`src/rtl/core/clfs_pkg.sv`:
```
// Shared constants, payload and control types for the cursor list block.
package clfs_pkg;

  localparam int CAPACITY = 16;
  localparam int SLOTS    = CAPACITY + 2;
  localparam int SLOT_W   = $clog2(SLOTS);
  localparam int CNT_W    = (CAPACITY > 1) ? $clog2(CAPACITY) : 1;
  localparam int VALUE_W  = 64;

  localparam logic [SLOT_W-1:0] HEAD_SLOT = SLOT_W'(0);
  localparam logic [SLOT_W-1:0] FREE_SLOT = SLOT_W'(1);
  localparam logic [CNT_W-1:0]  CNT_LAST  = CNT_W'(CAPACITY - 1);

  // Operation codes.
  localparam logic [1:0] FN_MOVE  = 2'd0;
  localparam logic [1:0] FN_ADD   = 2'd1;
  localparam logic [1:0] FN_DEL   = 2'd2;
  localparam logic [1:0] FN_PRINT = 2'd3;

  // Result status codes.
  localparam logic [1:0] ST_OK    = 2'd0;
  localparam logic [1:0] ST_FULL  = 2'd1;
  localparam logic [1:0] ST_EMPTY = 2'd2;

  // Link memory read address selection.
  localparam logic [2:0] RA_HEAD = 3'd0;
  localparam logic [2:0] RA_FREE = 3'd1;
  localparam logic [2:0] RA_CUR  = 3'd2;
  localparam logic [2:0] RA_RD   = 3'd3;
  localparam logic [2:0] RA_VICT = 3'd4;

  // Link memory write address selection.
  localparam logic [1:0] WA_FREE = 2'd0;
  localparam logic [1:0] WA_CUR  = 2'd1;
  localparam logic [1:0] WA_A    = 2'd2;
  localparam logic [1:0] WA_B    = 2'd3;

  // Link memory write data selection.
  localparam logic [1:0] WD_RD = 2'd0;
  localparam logic [1:0] WD_A  = 2'd1;
  localparam logic [1:0] WD_B  = 2'd2;

  typedef struct packed {
    logic [1:0]         func;
    logic [VALUE_W-1:0] value;
  } in_item_t;

  typedef struct packed {
    logic [1:0]         status;
    logic [VALUE_W-1:0] item_value;
    logic               is_last;
  } out_item_t;

  typedef struct packed {
    logic [2:0] ra_sel;
    logic       wr_en;
    logic [1:0] wa_sel;
    logic [1:0] wd_sel;
    logic       val_we;
    logic       val_ld;
    logic       a_ld;
    logic       b_ld;
    logic       cur_ld;
    logic       cur_wrap;
    logic       cnt_clr;
    logic       cnt_inc;
    logic       emit;
    logic [1:0] status;
    logic       print;
  } clfs_cmd_t;

  typedef struct packed {
    logic rd_is_head;
    logic rd_is_free;
    logic print_last;
  } clfs_sts_t;

  // Link contents after reset: empty value list, free slots chained in a circle.
  function automatic logic [SLOT_W-1:0] link_init(input logic [SLOT_W-1:0] slot);
    logic [SLOT_W-1:0] res;
    if (slot == HEAD_SLOT) begin
      res = HEAD_SLOT;
    end else if (slot == SLOT_W'(SLOTS - 1)) begin
      res = FREE_SLOT;
    end else begin
      res = slot + SLOT_W'(1);
    end
    return res;
  endfunction

endpackage

```
`src/rtl/core/cursor_list_with_free_slots_core.sv`:
```
// Top level of the array-backed cursor list with a circular free-slot list.
//
//   Channel   Ports                    Handshake
//   --------  -----------------------  ----------------------------------------
//   command   start, busy, in_data     transfer when start is high, busy low
//   result    out_valid, out_data      transfer in every cycle out_valid is high
//
// After the accepting idle cycle, an add with no free slot reports full, a delete or
// print on an empty list reports empty, and a print gives one result per stored value.
// Each result shows in the cycle after the state that produced it. The link memory has
// one read and one write port; each link write stores the last read or a saved slot.
// Reset is synchronous and active low; it clears the cursor, the state and the
// link valid bits, so no clearing pass runs. The receiver cannot stall results.
module cursor_list_with_free_slots_core (
  input  logic                clk,
  input  logic                rst_n,
  input  logic                start,
  output logic                busy,
  input  clfs_pkg::in_item_t  in_data,
  output logic                out_valid,
  output clfs_pkg::out_item_t out_data
);

  clfs_pkg::clfs_cmd_t cmd;
  clfs_pkg::clfs_sts_t sts;

  // The sequencer decides the order of memory accesses and branches on status.
  clfs_ctrl u_ctrl (
    .clk   (clk),
    .rst_n (rst_n),
    .start (start),
    .func  (in_data.func),
    .sts   (sts),
    .busy  (busy),
    .cmd   (cmd)
  );

  // The datapath holds the memories and registers and forms every result.
  clfs_dpath u_dpath (
    .clk       (clk),
    .rst_n     (rst_n),
    .cmd       (cmd),
    .in_value  (in_data.value),
    .sts       (sts),
    .out_valid (out_valid),
    .out_data  (out_data)
  );

`ifndef SYNTHESIS
  // An accepted command always makes the block busy.
  a_accept_busy: assert property (@(posedge clk) disable iff (!rst_n)
    (start && !busy) |=> busy)
    else $error("accepted command did not raise busy");

  // Results only follow a cycle of work.
  a_result_after_work: assert property (@(posedge clk) disable iff (!rst_n)
    out_valid |-> $past(busy))
    else $error("result transfer without preceding work");

  // The final result of a command coincides with the block going idle.
  a_last_matches_idle: assert property (@(posedge clk) disable iff (!rst_n)
    out_valid |-> (out_data.is_last == !busy))
    else $error("is_last does not match end of command");
`endif

endmodule

```
`src/rtl/core/clfs_ram.sv`:
```
// Generic single write port RAM with one registered read port.
module clfs_ram #(
  parameter int WIDTH = 8,
  parameter int DEPTH = 16,
  localparam int ADDR_W = (DEPTH > 1) ? $clog2(DEPTH) : 1
) (
  input  logic              clk,
  input  logic              we,
  input  logic [ADDR_W-1:0] waddr,
  input  logic [WIDTH-1:0]  wdata,
  input  logic [ADDR_W-1:0] raddr,
  output logic [WIDTH-1:0]  rdata
);

  logic [WIDTH-1:0] mem [DEPTH];

  // Read returns the old contents when the same entry is written.
  always_ff @(posedge clk) begin
    if (we) begin
      mem[waddr] <= wdata;
    end
    rdata <= mem[raddr];
  end

endmodule

```
`src/rtl/core/clfs_ctrl.sv`:
```
// Sequencer that steps each operation through the link memory accesses.
module clfs_ctrl (
  input  logic                clk,
  input  logic                rst_n,
  input  logic                start,
  input  logic [1:0]          func,
  input  clfs_pkg::clfs_sts_t sts,
  output logic                busy,
  output clfs_pkg::clfs_cmd_t cmd
);

  localparam logic [3:0] S_IDLE = 4'd0;
  localparam logic [3:0] S_MOVE = 4'd1;
  localparam logic [3:0] S_ADD1 = 4'd2;
  localparam logic [3:0] S_ADD2 = 4'd3;
  localparam logic [3:0] S_ADD3 = 4'd4;
  localparam logic [3:0] S_ADD4 = 4'd5;
  localparam logic [3:0] S_DEL1 = 4'd6;
  localparam logic [3:0] S_DEL2 = 4'd7;
  localparam logic [3:0] S_DEL3 = 4'd8;
  localparam logic [3:0] S_DEL4 = 4'd9;
  localparam logic [3:0] S_DEL5 = 4'd10;
  localparam logic [3:0] S_PRT1 = 4'd11;
  localparam logic [3:0] S_PRT2 = 4'd12;

  logic [3:0] state_r, state_nxt;
  logic       accept;

  assign busy   = (state_r != S_IDLE);
  assign accept = start && !busy;

  always_ff @(posedge clk) begin
    if (!rst_n) begin
      state_r <= S_IDLE;
    end else begin
      state_r <= state_nxt;
    end
  end

  always_comb begin
    cmd       = '0;
    state_nxt = state_r;
    unique case (state_r)
      S_IDLE: begin
        // The first link read is issued while waiting, so it is ready on entry.
        case (func)
          clfs_pkg::FN_MOVE: cmd.ra_sel = clfs_pkg::RA_CUR;
          clfs_pkg::FN_ADD:  cmd.ra_sel = clfs_pkg::RA_FREE;
          default:           cmd.ra_sel = clfs_pkg::RA_HEAD;
        endcase
        cmd.val_ld = accept;
        if (accept) begin
          case (func)
            clfs_pkg::FN_MOVE: state_nxt = S_MOVE;
            clfs_pkg::FN_ADD:  state_nxt = S_ADD1;
            clfs_pkg::FN_DEL:  state_nxt = S_DEL1;
            default:           state_nxt = S_PRT1;
          endcase
        end
      end
      S_MOVE: begin
        cmd.cur_ld = 1'b1;
        cmd.emit   = 1'b1;
        cmd.status = clfs_pkg::ST_OK;
        state_nxt  = S_IDLE;
      end
      S_ADD1: begin
        if (sts.rd_is_free) begin
          cmd.emit   = 1'b1;
          cmd.status = clfs_pkg::ST_FULL;
          state_nxt  = S_IDLE;
        end else begin
          cmd.a_ld   = 1'b1;
          cmd.ra_sel = clfs_pkg::RA_RD;
          state_nxt  = S_ADD2;
        end
      end
      S_ADD2: begin
        cmd.wr_en  = 1'b1;
        cmd.wa_sel = clfs_pkg::WA_FREE;
        cmd.wd_sel = clfs_pkg::WD_RD;
        cmd.ra_sel = clfs_pkg::RA_CUR;
        state_nxt  = S_ADD3;
      end
      S_ADD3: begin
        cmd.wr_en  = 1'b1;
        cmd.wa_sel = clfs_pkg::WA_A;
        cmd.wd_sel = clfs_pkg::WD_RD;
        state_nxt  = S_ADD4;
      end
      S_ADD4: begin
        cmd.wr_en  = 1'b1;
        cmd.wa_sel = clfs_pkg::WA_CUR;
        cmd.wd_sel = clfs_pkg::WD_A;
        cmd.val_we = 1'b1;
        cmd.emit   = 1'b1;
        cmd.status = clfs_pkg::ST_OK;
        state_nxt  = S_IDLE;
      end
      S_DEL1: begin
        if (sts.rd_is_head) begin
          cmd.emit   = 1'b1;
          cmd.status = clfs_pkg::ST_EMPTY;
          state_nxt  = S_IDLE;
        end else begin
          cmd.a_ld   = 1'b1;
          cmd.ra_sel = clfs_pkg::RA_CUR;
          state_nxt  = S_DEL2;
        end
      end
      S_DEL2: begin
        cmd.b_ld     = 1'b1;
        cmd.cur_wrap = 1'b1;
        cmd.ra_sel   = clfs_pkg::RA_VICT;
        state_nxt    = S_DEL3;
      end
      S_DEL3: begin
        cmd.wr_en  = 1'b1;
        cmd.wa_sel = clfs_pkg::WA_CUR;
        cmd.wd_sel = clfs_pkg::WD_RD;
        cmd.ra_sel = clfs_pkg::RA_FREE;
        state_nxt  = S_DEL4;
      end
      S_DEL4: begin
        cmd.wr_en  = 1'b1;
        cmd.wa_sel = clfs_pkg::WA_B;
        cmd.wd_sel = clfs_pkg::WD_RD;
        state_nxt  = S_DEL5;
      end
      S_DEL5: begin
        cmd.wr_en  = 1'b1;
        cmd.wa_sel = clfs_pkg::WA_FREE;
        cmd.wd_sel = clfs_pkg::WD_B;
        cmd.emit   = 1'b1;
        cmd.status = clfs_pkg::ST_OK;
        state_nxt  = S_IDLE;
      end
      S_PRT1: begin
        if (sts.rd_is_head) begin
          cmd.emit   = 1'b1;
          cmd.status = clfs_pkg::ST_EMPTY;
          state_nxt  = S_IDLE;
        end else begin
          cmd.a_ld    = 1'b1;
          cmd.cnt_clr = 1'b1;
          cmd.ra_sel  = clfs_pkg::RA_RD;
          state_nxt   = S_PRT2;
        end
      end
      S_PRT2: begin
        cmd.emit   = 1'b1;
        cmd.print  = 1'b1;
        cmd.status = clfs_pkg::ST_OK;
        if (sts.print_last) begin
          state_nxt = S_IDLE;
        end else begin
          cmd.a_ld    = 1'b1;
          cmd.cnt_inc = 1'b1;
          cmd.ra_sel  = clfs_pkg::RA_RD;
        end
      end
      default: begin
        state_nxt = S_IDLE;
      end
    endcase
  end

endmodule

```
`src/rtl/core/clfs_dpath.sv`:
```
// Link and value memories, cursor and slot registers, and the result register.
module clfs_dpath (
  input  logic                          clk,
  input  logic                          rst_n,
  input  clfs_pkg::clfs_cmd_t           cmd,
  input  logic [clfs_pkg::VALUE_W-1:0]  in_value,
  output clfs_pkg::clfs_sts_t           sts,
  output logic                          out_valid,
  output clfs_pkg::out_item_t           out_data
);

  localparam int SW = clfs_pkg::SLOT_W;

  logic [SW-1:0]                 cur_r, a_r, b_r;
  logic [clfs_pkg::CNT_W-1:0]    cnt_r;
  logic [clfs_pkg::VALUE_W-1:0]  val_r;
  logic [clfs_pkg::SLOTS-1:0]    vld_r;
  logic                          vld_q_r;
  logic [SW-1:0]                 raddr_q_r;
  logic [SW-1:0]                 lk_raddr, lk_waddr, lk_wdata, lk_ram_q, link_rd, victim;
  logic [clfs_pkg::VALUE_W-1:0]  val_rd;
  logic                          out_valid_r;
  clfs_pkg::out_item_t           out_data_r, out_nxt;

  // Entries never written still hold their reset links.
  assign link_rd = vld_q_r ? lk_ram_q : clfs_pkg::link_init(raddr_q_r);
  assign victim  = (link_rd == clfs_pkg::HEAD_SLOT) ? a_r : link_rd;

  always_comb begin
    case (cmd.ra_sel)
      clfs_pkg::RA_FREE: lk_raddr = clfs_pkg::FREE_SLOT;
      clfs_pkg::RA_CUR:  lk_raddr = cur_r;
      clfs_pkg::RA_RD:   lk_raddr = link_rd;
      clfs_pkg::RA_VICT: lk_raddr = victim;
      default:           lk_raddr = clfs_pkg::HEAD_SLOT;
    endcase
    case (cmd.wa_sel)
      clfs_pkg::WA_CUR: lk_waddr = cur_r;
      clfs_pkg::WA_A:   lk_waddr = a_r;
      clfs_pkg::WA_B:   lk_waddr = b_r;
      default:          lk_waddr = clfs_pkg::FREE_SLOT;
    endcase
    case (cmd.wd_sel)
      clfs_pkg::WD_A: lk_wdata = a_r;
      clfs_pkg::WD_B: lk_wdata = b_r;
      default:        lk_wdata = link_rd;
    endcase
  end

  clfs_ram #(.WIDTH(SW), .DEPTH(clfs_pkg::SLOTS)) u_link_ram (
    .clk   (clk),
    .we    (cmd.wr_en),
    .waddr (lk_waddr),
    .wdata (lk_wdata),
    .raddr (lk_raddr),
    .rdata (lk_ram_q)
  );

  clfs_ram #(.WIDTH(clfs_pkg::VALUE_W), .DEPTH(clfs_pkg::SLOTS)) u_value_ram (
    .clk   (clk),
    .we    (cmd.val_we),
    .waddr (a_r),
    .wdata (val_r),
    .raddr (lk_raddr),
    .rdata (val_rd)
  );

  always_ff @(posedge clk) begin
    if (!rst_n) begin
      vld_r   <= '0;
      vld_q_r <= 1'b0;
      cur_r   <= clfs_pkg::HEAD_SLOT;
    end else begin
      vld_q_r <= vld_r[lk_raddr];
      if (cmd.wr_en) begin
        vld_r[lk_waddr] <= 1'b1;
      end
      if (cmd.cur_ld) begin
        cur_r <= link_rd;
      end else if (cmd.cur_wrap && (link_rd == clfs_pkg::HEAD_SLOT)) begin
        cur_r <= clfs_pkg::HEAD_SLOT;
      end
    end
  end

  always_ff @(posedge clk) begin
    raddr_q_r <= lk_raddr;
    if (cmd.val_ld) begin
      val_r <= in_value;
    end
    if (cmd.a_ld) begin
      a_r <= link_rd;
    end
    if (cmd.b_ld) begin
      b_r <= victim;
    end
    if (cmd.cnt_clr) begin
      cnt_r <= '0;
    end else if (cmd.cnt_inc) begin
      cnt_r <= cnt_r + clfs_pkg::CNT_W'(1);
    end
  end

  assign sts.rd_is_head = (link_rd == clfs_pkg::HEAD_SLOT);
  assign sts.rd_is_free = (link_rd == clfs_pkg::FREE_SLOT);
  assign sts.print_last = (link_rd == clfs_pkg::HEAD_SLOT) || (cnt_r == clfs_pkg::CNT_LAST);

  always_comb begin
    out_nxt.status     = cmd.status;
    out_nxt.item_value = cmd.print ? val_rd : '0;
    out_nxt.is_last    = cmd.print ? sts.print_last : 1'b1;
  end

  always_ff @(posedge clk) begin
    if (!rst_n) begin
      out_valid_r <= 1'b0;
    end else begin
      out_valid_r <= cmd.emit;
    end
  end

  always_ff @(posedge clk) begin
    if (cmd.emit) begin
      out_data_r <= out_nxt;
    end
  end

  assign out_valid = out_valid_r;
  assign out_data  = out_data_r;

endmodule
```
`config.mk`:
```
export PLATFORM = sky130hd
export DESIGN_NAME = cursor_list_with_free_slots_core
export DESIGN_NICKNAME = d
export VERILOG_FILES = /design/src/rtl/core/clfs_pkg.sv /design/src/rtl/core/cursor_list_with_free_slots_core.sv /design/src/rtl/core/clfs_ram.sv /design/src/rtl/core/clfs_ctrl.sv /design/src/rtl/core/clfs_dpath.sv
export SDC_FILE = /design/constraint.sdc
export NUM_CORES = 2
export LEC_CHECK = 0
export ABC_CLOCK_PERIOD_IN_PS = 7000
export BUFFER_PORTS_ARGS = -buffer_cell sky130_fd_sc_hd__buf_2
export CORE_MARGIN = 2
export CORE_UTILIZATION = 40
export CTS_BUF_LIST = sky130_fd_sc_hd__clkbuf_8
export DETAILED_ROUTE_END_ITERATION = 10
export GPL_TIMING_DRIVEN = 0
export PLACE_DENSITY_LB_ADDON = 0.08
export SLEW_MARGIN = 10
export SYNTH_ARGS = -nofsm -noshare
export SYNTH_HDL_FRONTEND = slang
export SYNTH_SLANG_ARGS = --single-unit
```
`constraint.sdc`:
```
create_clock -name clk -period 7 [get_ports clk]
set_input_delay 0.7 -clock clk [delete_from_list [all_inputs] [get_ports clk]]
set_output_delay 0.7 -clock clk [all_outputs]
set_load 0.01 [all_outputs]
```
==> impl.org <==
** Worst setup path
- The largest single stage delay on the critical path is 1.07 ns.
- STA puts the critical path data arrival time at 7.12 ns.
- Kind of end point of the critical path :: flop
- On the critical path, the stage with the largest delay is an instance of sky130_fd_sc_hd__clkbuf_1.
- Startpoint type of the worst setup path :: flop
- Buf/Inv on CP :: 3
- For the worst setup path, the data required time is 7.82 ns.
- Worst path top cell family by delay :: buffers and inverters
- The critical path in this run is classified as flop to flop.
- Crit-path max FO :: 10
- The signal on the critical path passes through inv_1, ha_1, or3_1, o221ai_2, a41o_1, a22o_1, o211a_1, clkbuf_1, clkbuf_1, nor3_1, nor3_1, nor4_1, a311oi_1.

** Power and ir drop
- In this run, the clock network consumes 29.1% of the power.
- Final Total Pwr :: 26.0 mW
- Internal Pwr Total :: 16.5 mW
- Leakage power of the design :: 23.3 nW
- Power share of the sequential group :: 43.3%
- Pwr per Cell Area :: 385 nW/µm²
- Max VDD drop :: 0.000243 V
- In this run the power spent charging and discharging nets is 9.46 mW.
- The share of total power dissipated in combinational logic is 27.7%.
- Of the total power, the share spent switching nets is 36.4%.

** Synth
- Cell types occupying the most area after synthesis :: sky130_fd_sc_hd__edfxtp_1 72%, sky130_fd_sc_hd__dfxtp_1 3.7%, sky130_fd_sc_hd__nand2_1 3.2%, sky130_fd_sc_hd__mux2i_1 2.5%, sky130_fd_sc_hd__nor3_1 2.4%
- The synthesized design contains 1383 enable-type register cells.
- Post-synth top flop :: sky130_fd_sc_hd__edfxtp_1
- Dominant cell by count in the synthesized netlist :: sky130_fd_sc_hd__edfxtp_1
- Dominant cell type by area after synthesis :: sky130_fd_sc_hd__edfxtp_1
- The synthesized netlist occupies a cell area of 57300 µm².
- Synthesis handed over a netlist of 3915 instances.
- Unique cell type count in the Yosys netlist :: 76
- After synthesis, the most frequently instantiated cells are 1383 x sky130_fd_sc_hd__edfxtp_1, 483 x sky130_fd_sc_hd__nand2_1, 280 x sky130_fd_sc_hd__nor3_1, 219 x sky130_fd_sc_hd__nor2_1, 156 x sky130_fd_sc_hd__o21ai_0.
- Sequential cell area fraction in the yosys report :: 76.2%
- Synthesis produced a netlist with a net count of 3995.
- Summed over its instances, the top area cell type makes up 72.4% of the synthesized netlist area.
- Async S/R FF share, synth :: 0%
- Count of synthesis-stage warnings from yosys :: 0
- The average instance in the mapped netlist occupies 14.6 µm².
- Number of storage elements in the synthesis netlist :: 1490

** CTS
- Clock-pin slew was measured on the worst setup and hold paths at 0.06 ns.
- TritonCTS clock tree :: yes
- Clock latency on the worst-skew pair :: 1.00 ns
- H-tree levels :: 5
- Worst-case clock buffer depth :: 4
- Clock Sink Count :: 1490
- CTS Buf Count :: 280
- Number of post-CTS setup repair buffers :: 0
- The tree is rooted in a sky130_fd_sc_hd__clkbuf_8.
- In this run, post-CTS repair resized a total of 0 instances.

** Floorplanning
- Die X :: 383 µm
- Cell Rows :: 138
- The floorplan step defined a core boundary enclosing 142000 µm².
- For this configuration, the core starts out at a cell density of 40.4%.
- Top-Level Pins :: 138
- The die covers 146000 µm².
- In this run the vertical extent of the chip is 383 µm.

** Route
- Post-route DRC violation count :: 0
- Routed via count divided by cell count :: 5.54
- Remaining number of nets flagged by the antenna check after routing :: 0
- Routed wire length per instance :: 27.3 µm
- Initial DRT Pass Iterations :: 7
- Detailed router's first-iteration violation count :: 3762
- Vias :: 36.2k
- The final layout contains routed wiring with a total length of 179000 µm.

** Status
- Result of the run :: complete, no violations

** Global route
- Vias in the first global route :: 35.4k
- For this run, the total global-route usage over all layers was measured as 24.2%.
- Number of antenna violations at the first check in global routing :: 12
- Entering global routing, the biggest net connects 37 pins.
- First-pass GRT wire length :: 253000 µm
- The total overflow left after global routing is 0.

** Timing
- RSZ-0062 raised after global routing :: no
- On the final layout, the worst clock skew is 0.0548 ns.
- Maximum clock rate :: 159 MHz
- The max-slew violation total from the final report came to 0.
- WHS :: 0.177 ns
- Across all setup checks in the final design, the least slack found is 0.707 ns.
- For the pin with the worst max-slew slack, the measured transition is 1.41 ns.
- Final worst-path cycle share :: 89.9%
- For the final routed database, the setup TNS stands at 0 ns.
- Number of failing setup endpoints in the final timing report :: 0
- Fin. Hold Viols :: 0
- Time the final worst path needs with I/O delays and setup :: 6.29 ns
- Headroom to the max-slew limit came out at 6.18%.

** Finish
- Layout area overhead :: 17.6%
- Net count, final :: 4543
- Final Instance Area :: 67500 µm²
- Number of fillers in the final layout :: 12.7k
- Share of cells above drive strength 1 :: 15.4%
- The finished layout holds 6540 standard cells, fillers aside.
- At the end of the flow the core is filled with cells to 47.5%.

** Placed design
- At the end of routability-driven placement, the weighted congestion stood at 0.852.
- Counting tap cells, the placed design contains a total of 6007 instances.
- Placed wire-length estimate :: 120000 µm
- Prior to clock tree synthesis, the placed netlist has a worst setup slack of 0.936 ns.
- Port buffering added 137 buffers.
- After detailed placement, the total cell area comes to 61900 µm².

** Hold path
- The worst hold path belongs to the class input port to flop.

** Flow run
- The tool flagged a number of max-cap violations equal to 0.
==> logic make-up (layout without fill, tap and decap cells) <==
group	count (synthesis)	in the layout	share of synthesized area [%]
adder cells (fa/ha/maj)	11	11	0.240
multiplexers	178	178	3.19
flip-flops	1490	1490	76.2
AO/OA/AOI/OAI	642	642	7.56
buffers and inverters	276	1007	2.19
other	0	4	0
XOR/XNOR	7	7	0.107
AND/OR/NAND/NOR	1311	1311	10.6
==> power by group through the flow <==
stage | logic (mW) | clock network, mW | registers [mW]
4_1_cts | 7.19 | 7.73 | 11.3
3_3_place_gp | 7.00 | 0 | 11.5
5_1_grt | 7.67 | 8.13 | 11.3
6_report | 7.20 | 7.56 | 11.2
3_5_place_dp | 7.14 | 0 | 11.4
2_1_floorplan | 3.87 | 0 | 11.3
==> worst paths after layout <==
| kind | slack [ns] | endpoint | cells past startpoint | startpoint |
|---|---|---|---|---|
| setup / recovery | 0.71 | u_dpath.u_value_ram.rdata[55]$_DFF_P_ | 13 | u_dpath.raddr_q_r[0]$_DFF_P_ |
| hold / removal | 0.18 | u_dpath.cur_r[2]$_SDFFE_PN0P_ | 3 | rst_n |
| setup reg to reg | 0.71 | u_dpath.u_value_ram.rdata[55]$_DFF_P_ | 13 | u_dpath.raddr_q_r[0]$_DFF_P_ |
| hold reg to reg | 0.47 | u_dpath.vld_r[0]$_SDFFE_PN0P_ | 1 | u_dpath.vld_r[0]$_SDFFE_PN0P_ |
==> registers in the layout (all words and copies together) (netlist names), 18 cells and up <==
name and flops:
u_dpath.out_data 67, u_dpath.u_link_ram.mem 90, u_dpath.u_value_ram.mem 1152, u_dpath.u_value_ram.rdata 64
u_dpath.val_r 64, u_dpath.vld_r 18
==> layout by cell type, fill, tap and decap left out, types with 7 or more instances in the layout <==
cell type / netlist / layout
sky130_fd_sc_hd__nor4_1: 67 / 67
sky130_fd_sc_hd__dfxtp_1: 107 / 107
sky130_fd_sc_hd__a2bb2oi_1: 36 / 36
sky130_fd_sc_hd__buf_2: 70 / 207
sky130_fd_sc_hd__nor3_1: 280 / 279
sky130_fd_sc_hd__buf_1: 15 / 15
sky130_fd_sc_hd__edfxtp_1: 1383 / 1383
sky130_fd_sc_hd__clkinv_2: 0 / 14
sky130_fd_sc_hd__clkinv_1: 1 / 42
sky130_fd_sc_hd__buf_16: 0 / 16
sky130_fd_sc_hd__a311oi_1: 33 / 33
sky130_fd_sc_hd__ha_1: 11 / 11
sky130_fd_sc_hd__a22oi_1: 12 / 12
sky130_fd_sc_hd__mux2_2: 37 / 37
sky130_fd_sc_hd__o22ai_1: 35 / 35
sky130_fd_sc_hd__o221ai_1: 36 / 36
sky130_fd_sc_hd__inv_1: 17 / 117
sky130_fd_sc_hd__and3_1: 73 / 72
sky130_fd_sc_hd__o21a_1: 16 / 16
sky130_fd_sc_hd__a211oi_1: 38 / 38
sky130_fd_sc_hd__nand3_1: 85 / 85
sky130_fd_sc_hd__buf_12: 0 / 44
sky130_fd_sc_hd__a211o_1: 37 / 37
sky130_fd_sc_hd__mux2i_1: 141 / 141
sky130_fd_sc_hd__and2_1: 73 / 73
sky130_fd_sc_hd__o21ai_0: 156 / 153
sky130_fd_sc_hd__nand2_1: 483 / 483
sky130_fd_sc_hd__clkbuf_1: 139 / 139
sky130_fd_sc_hd__nor2_1: 219 / 200
sky130_fd_sc_hd__a221oi_1: 40 / 40
sky130_fd_sc_hd__a21o_1: 9 / 9
sky130_fd_sc_hd__o21ai_1: 32 / 33
sky130_fd_sc_hd__a21oi_1: 125 / 122
sky130_fd_sc_hd__buf_6: 5 / 7
sky130_fd_sc_hd__dlygate4sd3_1: 0 / 64
sky130_fd_sc_hd__nor2_4: 1 / 19
sky130_fd_sc_hd__clkbuf_8: 0 / 302
sky130_fd_sc_hd__buf_4: 24 / 26
==> final cells by class <==
| cell class | instances | area (µm²) | area share [%] |
|---|---|---|---|
| sequential | 1490 | 43700 | 64.7 |
| multi-input combinational | 2149 | 12600 | 18.7 |
| clock buffer | 302 | 4160 | 6.16 |
| timing repair buffer | 266 | 2700 | 4.00 |
| tap | 1890 | 2360 | 3.51 |
| buffer | 253 | 1160 | 1.73 |
| clock inverter | 163 | 706 | 1.05 |
| inverter | 23 | 88.8 | 0.132 |
| antenna | 4 | 10.0 | 0.0148 |
==> routing by layer <==
layer  global-route usage [%]  vias up  part of all wire, %
li1                         -    16100                    -
met1                     36.3    18300                   47
met2                     35.4     1513                   43
met3                     5.01      281                  7.8
met4                     7.21        0                  2.4
met5                        0        -                    0
==> worst min-delay path: stages <==
cell                       delay [ns]
sky130_fd_sc_hd__buf_2           0.14
sky130_fd_sc_hd__clkinv_1        0.21
sky130_fd_sc_hd__a21oi_1         0.07
==> what timing repair did <==
action	CTS	global route
hold endpoints to repair	64	0
hold buffers	64	0
setup endpoints to repair	0	0
(Power assumes the default switching activity.)
